===== src/rtl/core/bwr_pkg.sv =====
`timescale 1ns / 1ps

package bwr_pkg;

	// Fixed shape of one texel word.
	localparam int unsigned LAYER_COUNT = 8;
	localparam int unsigned WEIGHT_W    = 8;
	localparam int unsigned SEL_W       = 4;
	localparam int unsigned LAYER_IDX_W = $clog2(LAYER_COUNT);

	// Sum of all other layers, product of a weight and the remainder, and quotient.
	localparam int unsigned SUM_W  = WEIGHT_W + $clog2(LAYER_COUNT);
	localparam int unsigned PROD_W = 2 * WEIGHT_W;
	localparam int unsigned QUOT_W = WEIGHT_W;

	// Full scale that the weights of one texel add up to.
	localparam logic [WEIGHT_W-1:0] FULL_WEIGHT = '1;

	typedef logic [WEIGHT_W-1:0]                   weight_t;
	typedef logic [LAYER_COUNT-1:0][WEIGHT_W-1:0]  weight_vec_t;
	typedef logic [LAYER_COUNT-1:0][PROD_W-1:0]    prod_vec_t;
	typedef logic [SUM_W-1:0]                      sum_t;

	// Input word as it enters the pipeline.
	typedef struct packed {
		weight_vec_t       weight;
		logic [SEL_W-1:0]  chosen_layer;
		weight_t           target_weight;
	} texel_t;

	// Per-texel control that rides along with the lanes.
	typedef struct packed {
		logic [LAYER_IDX_W-1:0] chosen;
		logic                   applied;
		logic                   others_zero;
	} ctl_t;

	// Word inside the divider: partial remainders and quotient bits per lane.
	typedef struct packed {
		ctl_t        ctl;
		weight_vec_t orig;
		sum_t        divisor;
		prod_vec_t   rem;
		weight_vec_t quot;
	} div_word_t;

	// Finished result word.
	typedef struct packed {
		weight_vec_t weight;
		logic        applied;
	} result_t;

endpackage


===== src/rtl/core/bwr_in_if.sv =====
`timescale 1ns / 1ps

interface bwr_in_if;

	logic                        valid;
	logic                        ready;
	logic [bwr_pkg::WEIGHT_W-1:0] weight_0;
	logic [bwr_pkg::WEIGHT_W-1:0] weight_1;
	logic [bwr_pkg::WEIGHT_W-1:0] weight_2;
	logic [bwr_pkg::WEIGHT_W-1:0] weight_3;
	logic [bwr_pkg::WEIGHT_W-1:0] weight_4;
	logic [bwr_pkg::WEIGHT_W-1:0] weight_5;
	logic [bwr_pkg::WEIGHT_W-1:0] weight_6;
	logic [bwr_pkg::WEIGHT_W-1:0] weight_7;
	logic [bwr_pkg::SEL_W-1:0]    chosen_layer;
	logic [bwr_pkg::WEIGHT_W-1:0] target_weight;

	modport source (
		output valid, weight_0, weight_1, weight_2, weight_3,
			weight_4, weight_5, weight_6, weight_7, chosen_layer, target_weight,
		input  ready
	);

	modport sink (
		input  valid, weight_0, weight_1, weight_2, weight_3,
			weight_4, weight_5, weight_6, weight_7, chosen_layer, target_weight,
		output ready
	);

endinterface


===== src/rtl/core/bwr_out_if.sv =====
`timescale 1ns / 1ps

interface bwr_out_if;

	logic                        valid;
	logic                        ready;
	logic [bwr_pkg::WEIGHT_W-1:0] new_weight_0;
	logic [bwr_pkg::WEIGHT_W-1:0] new_weight_1;
	logic [bwr_pkg::WEIGHT_W-1:0] new_weight_2;
	logic [bwr_pkg::WEIGHT_W-1:0] new_weight_3;
	logic [bwr_pkg::WEIGHT_W-1:0] new_weight_4;
	logic [bwr_pkg::WEIGHT_W-1:0] new_weight_5;
	logic [bwr_pkg::WEIGHT_W-1:0] new_weight_6;
	logic [bwr_pkg::WEIGHT_W-1:0] new_weight_7;
	logic                        applied;

	modport source (
		output valid, new_weight_0, new_weight_1, new_weight_2, new_weight_3,
			new_weight_4, new_weight_5, new_weight_6, new_weight_7, applied,
		input  ready
	);

	modport sink (
		input  valid, new_weight_0, new_weight_1, new_weight_2, new_weight_3,
			new_weight_4, new_weight_5, new_weight_6, new_weight_7, applied,
		output ready
	);

endinterface


===== src/rtl/core/bwr_prep.sv =====
`timescale 1ns / 1ps

// First stage: checks the layer index, sums the other layers and forms the
// dividends weight * (255 - target) for every lane, with the chosen lane's weight taken as zero.
module bwr_prep (
	input  logic                clk,
	input  logic                arst_n,
	input  logic                up_valid,
	output logic                up_ready,
	input  bwr_pkg::texel_t     up_word,
	output logic                dn_valid,
	input  logic                dn_ready,
	output bwr_pkg::div_word_t  dn_word
);
	import bwr_pkg::*;

	logic      valid_s1;
	div_word_t word_s1;
	div_word_t word_next;

	// Lane products and the sum of the other layers.
	always_comb begin
		logic [LAYER_IDX_W-1:0] idx;
		weight_t                rem_w;
		weight_t                masked;
		sum_t                   others;
		idx    = up_word.chosen_layer[LAYER_IDX_W-1:0];
		rem_w  = FULL_WEIGHT - up_word.target_weight;
		others = '0;
		word_next.orig = up_word.weight;
		word_next.quot = '0;
		for (int l = 0; l < LAYER_COUNT; l++) begin
			masked = (LAYER_IDX_W'(l) == idx) ? '0 : up_word.weight[l];
			others = others + SUM_W'(masked);
			word_next.rem[l] = PROD_W'(masked) * PROD_W'(rem_w);
		end
		word_next.divisor         = others;
		word_next.ctl.chosen      = idx;
		word_next.ctl.applied     = (up_word.chosen_layer < SEL_W'(LAYER_COUNT));
		word_next.ctl.others_zero = (others == '0);
	end

	// The stage takes a word when it is empty or its word moves on.
	assign up_ready = !valid_s1 || dn_ready;

	always_ff @(posedge clk or negedge arst_n) begin
		if (!arst_n) begin
			valid_s1 <= 1'b0;
		end else if (up_ready) begin
			valid_s1 <= up_valid;
		end
	end

	always_ff @(posedge clk) begin
		if (up_ready && up_valid) begin
			word_s1 <= word_next;
		end
	end

	assign dn_valid = valid_s1;
	assign dn_word  = word_s1;

endmodule


===== src/rtl/core/bwr_divider.sv =====
`timescale 1ns / 1ps

// Restoring divider for all lanes at once: the quotient has eight bits and
// every stage settles two of them, most significant first.
module bwr_divider (
	input  logic                clk,
	input  logic                arst_n,
	input  logic                up_valid,
	output logic                up_ready,
	input  bwr_pkg::div_word_t  up_word,
	output logic                dn_valid,
	input  logic                dn_ready,
	output bwr_pkg::div_word_t  dn_word
);
	import bwr_pkg::*;

	localparam int unsigned BITS_PER_STAGE = 2;
	localparam int unsigned CMP_W          = SUM_W + QUOT_W - 1;
	localparam int unsigned QBIT_W         = $clog2(QUOT_W);

	// Settles quotient bits top_bit down to top_bit - BITS_PER_STAGE + 1.
	function automatic div_word_t div_step(div_word_t d, logic [QBIT_W-1:0] top_bit);
		div_word_t         n;
		logic [CMP_W-1:0]  shifted;
		logic [QBIT_W-1:0] j;
		n = d;
		for (int l = 0; l < LAYER_COUNT; l++) begin
			for (int k = 0; k < BITS_PER_STAGE; k++) begin
				j       = top_bit - QBIT_W'(k);
				shifted = CMP_W'(d.divisor) << j;
				if (CMP_W'(n.rem[l]) >= shifted) begin
					n.rem[l]     = n.rem[l] - PROD_W'(shifted);
					n.quot[l][j] = 1'b1;
				end
			end
		end
		return n;
	endfunction

	logic      valid_s2, valid_s3, valid_s4, valid_s5;
	div_word_t word_s2, word_s3, word_s4, word_s5;
	logic      ready_s2, ready_s3, ready_s4, ready_s5;

	// Each stage takes a word when it is empty or its own word moves on.
	assign ready_s5 = !valid_s5 || dn_ready;
	assign ready_s4 = !valid_s4 || ready_s5;
	assign ready_s3 = !valid_s3 || ready_s4;
	assign ready_s2 = !valid_s2 || ready_s3;
	assign up_ready = ready_s2;

	always_ff @(posedge clk or negedge arst_n) begin
		if (!arst_n) begin
			valid_s2 <= 1'b0;
			valid_s3 <= 1'b0;
			valid_s4 <= 1'b0;
			valid_s5 <= 1'b0;
		end else begin
			if (ready_s2) valid_s2 <= up_valid;
			if (ready_s3) valid_s3 <= valid_s2;
			if (ready_s4) valid_s4 <= valid_s3;
			if (ready_s5) valid_s5 <= valid_s4;
		end
	end

	// Quotient bits 7..6, 5..4, 3..2 and 1..0.
	always_ff @(posedge clk) begin
		if (ready_s2 && up_valid) begin
			word_s2 <= div_step(up_word, QBIT_W'(QUOT_W - 1));
		end
		if (ready_s3 && valid_s2) begin
			word_s3 <= div_step(word_s2, QBIT_W'(QUOT_W - 1 - BITS_PER_STAGE));
		end
		if (ready_s4 && valid_s3) begin
			word_s4 <= div_step(word_s3, QBIT_W'(QUOT_W - 1 - 2 * BITS_PER_STAGE));
		end
		if (ready_s5 && valid_s4) begin
			word_s5 <= div_step(word_s4, QBIT_W'(QUOT_W - 1 - 3 * BITS_PER_STAGE));
		end
	end

	assign dn_valid = valid_s5;
	assign dn_word  = word_s5;

endmodule


===== src/rtl/core/bwr_merge.sv =====
`timescale 1ns / 1ps

// Last stage: adds up the shares, gives the chosen layer the rest of the
// full weight and picks pass-through or the all-zero case.
module bwr_merge (
	input  logic                clk,
	input  logic                arst_n,
	input  logic                up_valid,
	output logic                up_ready,
	input  bwr_pkg::div_word_t  up_word,
	output logic                dn_valid,
	input  logic                dn_ready,
	output bwr_pkg::result_t    dn_word
);
	import bwr_pkg::*;

	logic    valid_s6;
	result_t result_s6;
	result_t result_next;

	always_comb begin
		sum_t    given;
		weight_t chosen_w;
		logic    is_ch;
		given = '0;
		for (int l = 0; l < LAYER_COUNT; l++) begin
			given = given + SUM_W'(up_word.quot[l]);
		end
		// The chosen lane has a zero dividend, so it adds nothing to the total.
		chosen_w = FULL_WEIGHT - given[WEIGHT_W-1:0];
		for (int l = 0; l < LAYER_COUNT; l++) begin
			is_ch = (LAYER_IDX_W'(l) == up_word.ctl.chosen);
			if (!up_word.ctl.applied) begin
				result_next.weight[l] = up_word.orig[l];
			end else if (up_word.ctl.others_zero) begin
				result_next.weight[l] = is_ch ? FULL_WEIGHT : '0;
			end else begin
				result_next.weight[l] = is_ch ? chosen_w : up_word.quot[l];
			end
		end
		result_next.applied = up_word.ctl.applied;
	end

	// Output register: holds its word until the consumer takes it.
	assign up_ready = !valid_s6 || dn_ready;

	always_ff @(posedge clk or negedge arst_n) begin
		if (!arst_n) begin
			valid_s6 <= 1'b0;
		end else if (up_ready) begin
			valid_s6 <= up_valid;
		end
	end

	always_ff @(posedge clk) begin
		if (up_ready && up_valid) begin
			result_s6 <= result_next;
		end
	end

	assign dn_valid = valid_s6;
	assign dn_word  = result_s6;

endmodule


===== src/rtl/core/blend_weight_renormalizer_top.sv =====
`timescale 1ns / 1ps

// Channel   Modport  Word
// texel     sink     weight_0..weight_7, chosen_layer, target_weight
// renorm    source   new_weight_0..new_weight_7, applied
//
// One word is taken per cycle while renorm is not stalled. A result is offered
// on renorm after its word has passed six registers: one stage for the sums and
// products, four divider stages at two quotient bits each, and the output
// register.
// Reset clears only the valid bits of the six stages.
// A stalled output holds its word; each stage still fills while it is empty,
// so bubbles close up before texel.ready drops.
module blend_weight_renormalizer_top (
	input  logic      clk,
	input  logic      arst_n,
	bwr_in_if.sink    texel,
	bwr_out_if.source renorm
);
	import bwr_pkg::*;

	texel_t    texel_word;
	logic      prep_valid, prep_ready;
	div_word_t prep_word;
	logic      div_valid, div_ready;
	div_word_t div_word;
	result_t   result_word;

	// Gather the input word.
	assign texel_word.weight[0]     = texel.weight_0;
	assign texel_word.weight[1]     = texel.weight_1;
	assign texel_word.weight[2]     = texel.weight_2;
	assign texel_word.weight[3]     = texel.weight_3;
	assign texel_word.weight[4]     = texel.weight_4;
	assign texel_word.weight[5]     = texel.weight_5;
	assign texel_word.weight[6]     = texel.weight_6;
	assign texel_word.weight[7]     = texel.weight_7;
	assign texel_word.chosen_layer  = texel.chosen_layer;
	assign texel_word.target_weight = texel.target_weight;

	bwr_prep u_prep (
		.clk      (clk),
		.arst_n   (arst_n),
		.up_valid (texel.valid),
		.up_ready (texel.ready),
		.up_word  (texel_word),
		.dn_valid (prep_valid),
		.dn_ready (prep_ready),
		.dn_word  (prep_word)
	);

	bwr_divider u_divider (
		.clk      (clk),
		.arst_n   (arst_n),
		.up_valid (prep_valid),
		.up_ready (prep_ready),
		.up_word  (prep_word),
		.dn_valid (div_valid),
		.dn_ready (div_ready),
		.dn_word  (div_word)
	);

	bwr_merge u_merge (
		.clk      (clk),
		.arst_n   (arst_n),
		.up_valid (div_valid),
		.up_ready (div_ready),
		.up_word  (div_word),
		.dn_valid (renorm.valid),
		.dn_ready (renorm.ready),
		.dn_word  (result_word)
	);

	// Spread the result word over the output fields.
	assign renorm.new_weight_0 = result_word.weight[0];
	assign renorm.new_weight_1 = result_word.weight[1];
	assign renorm.new_weight_2 = result_word.weight[2];
	assign renorm.new_weight_3 = result_word.weight[3];
	assign renorm.new_weight_4 = result_word.weight[4];
	assign renorm.new_weight_5 = result_word.weight[5];
	assign renorm.new_weight_6 = result_word.weight[6];
	assign renorm.new_weight_7 = result_word.weight[7];
	assign renorm.applied      = result_word.applied;

endmodule


===== src/flat_wrapper.sv =====
// flat-port wrapper written by rule: the top's interface ports become plain ports
module blend_weight_renormalizer_top_flat import bwr_pkg::*;
  (clk, arst_n, texel_valid, texel_weight_0, texel_weight_1, texel_weight_2, texel_weight_3, texel_weight_4, texel_weight_5, texel_weight_6, texel_weight_7, texel_chosen_layer, texel_target_weight, texel_ready, renorm_valid, renorm_new_weight_0, renorm_new_weight_1, renorm_new_weight_2, renorm_new_weight_3, renorm_new_weight_4, renorm_new_weight_5, renorm_new_weight_6, renorm_new_weight_7, renorm_applied, renorm_ready);
  bwr_in_if texel_i ();
  bwr_out_if renorm_i ();
  input  logic clk;
  input  logic arst_n;
  input wire logic [$bits(texel_i.valid)-1:0] texel_valid;
  input wire logic [$bits(texel_i.weight_0)-1:0] texel_weight_0;
  input wire logic [$bits(texel_i.weight_1)-1:0] texel_weight_1;
  input wire logic [$bits(texel_i.weight_2)-1:0] texel_weight_2;
  input wire logic [$bits(texel_i.weight_3)-1:0] texel_weight_3;
  input wire logic [$bits(texel_i.weight_4)-1:0] texel_weight_4;
  input wire logic [$bits(texel_i.weight_5)-1:0] texel_weight_5;
  input wire logic [$bits(texel_i.weight_6)-1:0] texel_weight_6;
  input wire logic [$bits(texel_i.weight_7)-1:0] texel_weight_7;
  input wire logic [$bits(texel_i.chosen_layer)-1:0] texel_chosen_layer;
  input wire logic [$bits(texel_i.target_weight)-1:0] texel_target_weight;
  output wire logic [$bits(texel_i.ready)-1:0] texel_ready;
  output wire logic [$bits(renorm_i.valid)-1:0] renorm_valid;
  output wire logic [$bits(renorm_i.new_weight_0)-1:0] renorm_new_weight_0;
  output wire logic [$bits(renorm_i.new_weight_1)-1:0] renorm_new_weight_1;
  output wire logic [$bits(renorm_i.new_weight_2)-1:0] renorm_new_weight_2;
  output wire logic [$bits(renorm_i.new_weight_3)-1:0] renorm_new_weight_3;
  output wire logic [$bits(renorm_i.new_weight_4)-1:0] renorm_new_weight_4;
  output wire logic [$bits(renorm_i.new_weight_5)-1:0] renorm_new_weight_5;
  output wire logic [$bits(renorm_i.new_weight_6)-1:0] renorm_new_weight_6;
  output wire logic [$bits(renorm_i.new_weight_7)-1:0] renorm_new_weight_7;
  output wire logic [$bits(renorm_i.applied)-1:0] renorm_applied;
  input wire logic [$bits(renorm_i.ready)-1:0] renorm_ready;
  assign texel_i.valid = texel_valid;
  assign texel_i.weight_0 = texel_weight_0;
  assign texel_i.weight_1 = texel_weight_1;
  assign texel_i.weight_2 = texel_weight_2;
  assign texel_i.weight_3 = texel_weight_3;
  assign texel_i.weight_4 = texel_weight_4;
  assign texel_i.weight_5 = texel_weight_5;
  assign texel_i.weight_6 = texel_weight_6;
  assign texel_i.weight_7 = texel_weight_7;
  assign texel_i.chosen_layer = texel_chosen_layer;
  assign texel_i.target_weight = texel_target_weight;
  assign texel_ready = texel_i.ready;
  assign renorm_valid = renorm_i.valid;
  assign renorm_new_weight_0 = renorm_i.new_weight_0;
  assign renorm_new_weight_1 = renorm_i.new_weight_1;
  assign renorm_new_weight_2 = renorm_i.new_weight_2;
  assign renorm_new_weight_3 = renorm_i.new_weight_3;
  assign renorm_new_weight_4 = renorm_i.new_weight_4;
  assign renorm_new_weight_5 = renorm_i.new_weight_5;
  assign renorm_new_weight_6 = renorm_i.new_weight_6;
  assign renorm_new_weight_7 = renorm_i.new_weight_7;
  assign renorm_applied = renorm_i.applied;
  assign renorm_i.ready = renorm_ready;
  blend_weight_renormalizer_top u_core (.clk(clk), .arst_n(arst_n), .texel(texel_i), .renorm(renorm_i));
endmodule

===== config.mk =====
export PLATFORM = sky130hd
export DESIGN_NAME = blend_weight_renormalizer_top_flat
export DESIGN_NICKNAME = d
export VERILOG_FILES = /design/src/rtl/core/bwr_pkg.sv /design/src/rtl/core/bwr_in_if.sv /design/src/rtl/core/bwr_out_if.sv /design/src/rtl/core/bwr_prep.sv /design/src/rtl/core/bwr_divider.sv /design/src/rtl/core/bwr_merge.sv /design/src/rtl/core/blend_weight_renormalizer_top.sv /design/src/flat_wrapper.sv
export SDC_FILE = /design/constraint.sdc
export NUM_CORES = 2
export LEC_CHECK = 0
export ABC_AREA = 1
export BUFFER_PORTS_ARGS = -buffer_cell sky130_fd_sc_hd__buf_2
export CAP_MARGIN = 30
export CORE_AREA = 2 2 427 641
export CTS_CLUSTER_DIAMETER = 200
export DETAILED_ROUTE_END_ITERATION = 10
export DIE_AREA = 0 0 429 643
export GPL_TIMING_DRIVEN = 1
export PLACE_DENSITY = 0.59
export SLEW_MARGIN = 20
export SYNTH_ARGS = -nofsm -noshare
export SYNTH_HDL_FRONTEND = slang
export SYNTH_HIERARCHICAL = 1
export SYNTH_SLANG_ARGS = --single-unit

===== constraint.sdc =====
create_clock -name clk -period 13.6 [get_ports clk]
set_input_delay 1.36 -clock clk [delete_from_list [all_inputs] [get_ports clk]]
set_output_delay 1.36 -clock clk [all_outputs]
set_load 0.01 [all_outputs]

==> impl_results.md <==
- DP Area: 104600 sq um
- Share of layout cells above drive strength 1: 6.419%
- Mapped Avg Cell Area: 8.653 sq um
- RSZ-0062 raised after global routing: no
- Post-route ant nets: 0
- Design area: 108700 sq um
- R2R Path End: u_core/u_divider/word_s4[132]
- Synth Warn #: 6
- Detailed-route wire length per cell: 19.38 um
- Hold path endpoint: u_core/u_divider/dn_word[43]
- RePlAce Congestion: 0.9736
- Worst hold path depth: 0
- Io pins: 147
- CP arrival: 6340 ps
- Reg-to-reg critical path startpoint: u_core/u_divider/word_s3[193]
- Drt first pass iters: 7
- R2R depth: 26
- Vert. Die Dim: 643 um
- 1st-iter DRT viols: 4712
- Hold Crit Class: register to register
- Vias in the first global route: 76500
- CTS Buf Count: 112
- Core area: 270200 sq um
- Slew @ Worst Pin: 1002 ps
- Clk Latency, worst-skew pair: 780 ps
- Vias per inst: 5.015
- Clock transition at path regs: 70 ps
- Post-route insts no fill: 15450
- FILL cells: 27170
- Die area: 275800 sq um
- Post-CTS Hold Buffers: 0
- DRC Markers: 0
- Final period util: 43.75%
- Total of max-cap violations: 0
- Clk sink count: 1228
- Startpoint type of the worst setup path: register
- Starting Density: 36.91%
- Area Overhead vs Synth: 8.992%
- Status: completed
- Die width: 429 um
- Nets@finish: 13220
- Setup tns final: 0 ps
- Headroom to the max-slew limit: 33.22%
- Maximum root-to-sink buffer count: 3
- CP max FO: 18
- TritonCTS clock tree: done
- Vias: 77450
- Minimum clock period: 5950 ps
- Final hold violations: 0
- Clock root cell: clkbuf_16
- Resized cells post-CTS: 0
- Largest net degree at the start of global routing: 145
- First-pass GRT wire length: 450.5 mm
- Worst Path Required: 13990 ps
- # rows: 234
- Final setup skew: 95.58 ps
- Initial antenna violation count: 15
- HP Start: u_core/u_divider/word_s4[43]
- Pins Over Slew Limit: 0
- Post-CTS Setup Repair Bufs: 0
- Peak Freq: 168.1 MHz
- Cell count after placement: 15140
- GRT Util Overall: 21.29%
- Final Routed Wirelength: 299.4 mm
- Post-DP HPWL: 243.3 mm
- Total gr overflow: 0
- R2R setup slack: 7650 ps
- Crit Path Class: register to register
- PortBufs: 146
- Post-Syn Instances: 11530
- Mapped Area: 99760 sq um
- CTS HTree Levels: 3
- CP endpoint kind: register
- Setup-failing EPs final: 0
==> flip-flops by register name, summed over array words and instances (netlist names) <==
signal / cells
u_core/u_prep/dn_valid: 1
u_core/u_merge/dn_word: 65
u_core/u_merge/dn_valid: 1
u_core/u_prep/dn_word: 208
u_core/u_divider/word_s3: 272
u_core/u_divider/dn_word: 133
u_core/u_divider/valid_s2: 1
u_core/u_divider/valid_s3: 1
u_core/u_divider/dn_valid: 1
u_core/u_divider/word_s2: 272
u_core/u_divider/valid_s4: 1
u_core/u_divider/word_s4: 272
==> area by class of cell <==
cell class | instances | area, sq um | area share, %
clock buffer | 131 | 2924 | 2.689
tap | 3540 | 4429 | 4.074
clock inverter | 76 | 889.6 | 0.8182
antenna | 97 | 242.7 | 0.2232
timing repair buffer | 232 | 1439 | 1.323
sequential | 1228 | 36850 | 33.89
inverter | 1651 | 6221 | 5.722
multi-input combinational | 8490 | 55740 | 51.26
==> cell usage in the layout (no fill, tap or decap), types with 264 or more instances in the layout <==
master,n
a21oi_1,571
fa_1,440
o21ai_0,616
ha_1,988
edfxtp_1,1222
nor2_1,801
inv_1,1592
xor2_1,264
nand2_1,2985
nand3_1,539
==> metrics by stage <==
step / utilization [%] / worst slack [ps] / hold WS [ps]
final: 40.23 / 7650 / 369.6
after global routing: 40.23 / 7210 / 360.9
after CTS: 40.13 / 7560 / 328.5
after detailed placement: 38.72 / 7321 / 404.5
after global placement: 38.71 / 7282 / 400.5
after floorplan: - / 886.6 / 400.3
==> worst max-delay path: stages, from the launching register on <==
cell	delay, ps
edfxtp_1	370
buf_4	260
inv_1	610
buf_4	420
ha_1	190
nand2_2	60
o21ai_2	250
nand2_2	80
nand2_2	120
nand2_2	60
nand3_2	210
inv_2	190
o21ai_0	430
ha_1	370
nand2_1	80
nand2_1	60
nand2_1	60
nand2_1	50
a21oi_1	110
nand2_1	100
nand2_1	80
nand2_1	70
nor2_1	80
nand2_1	140
nor3_4	590
buf_4	350
o21ai_0	210
==> metal layers <==
| layer | wire length [um] | vias up | global-route usage (%) |
|---|---|---|---|
| li1 | - | 38630 | - |
| met1 | 116400 | 36260 | 24.27 |
| met2 | 145700 | 1940 | 37.23 |
| met3 | 11180 | 626 | 1.752 |
| met4 | 26170 | 0 | 15.79 |
| met5 | 0 | - | 0 |
==> worst max path at each step <==
stage	slack (ps)	end	cells past startpoint	startpoint
after floorplan	890	u_core/u_prep/dn_word[100]	12	renorm_ready
after global placement	7280	u_core/u_prep/dn_word[267]	22	texel_chosen_layer[2]
after detailed placement	7320	u_core/u_prep/dn_word[158]	18	texel_target_weight[2]
after CTS	7560	u_core/u_divider/word_s4[132]	26	u_core/u_divider/word_s3[193]
after global routing	7210	u_core/u_divider/word_s4[132]	27	u_core/u_divider/word_s3[193]
final	7650	u_core/u_divider/word_s4[132]	26	u_core/u_divider/word_s3[193]
Power is left out: the tool's default activity adds up to more than one toggle a clock period on the data nets, which glitch-free logic cannot reach.
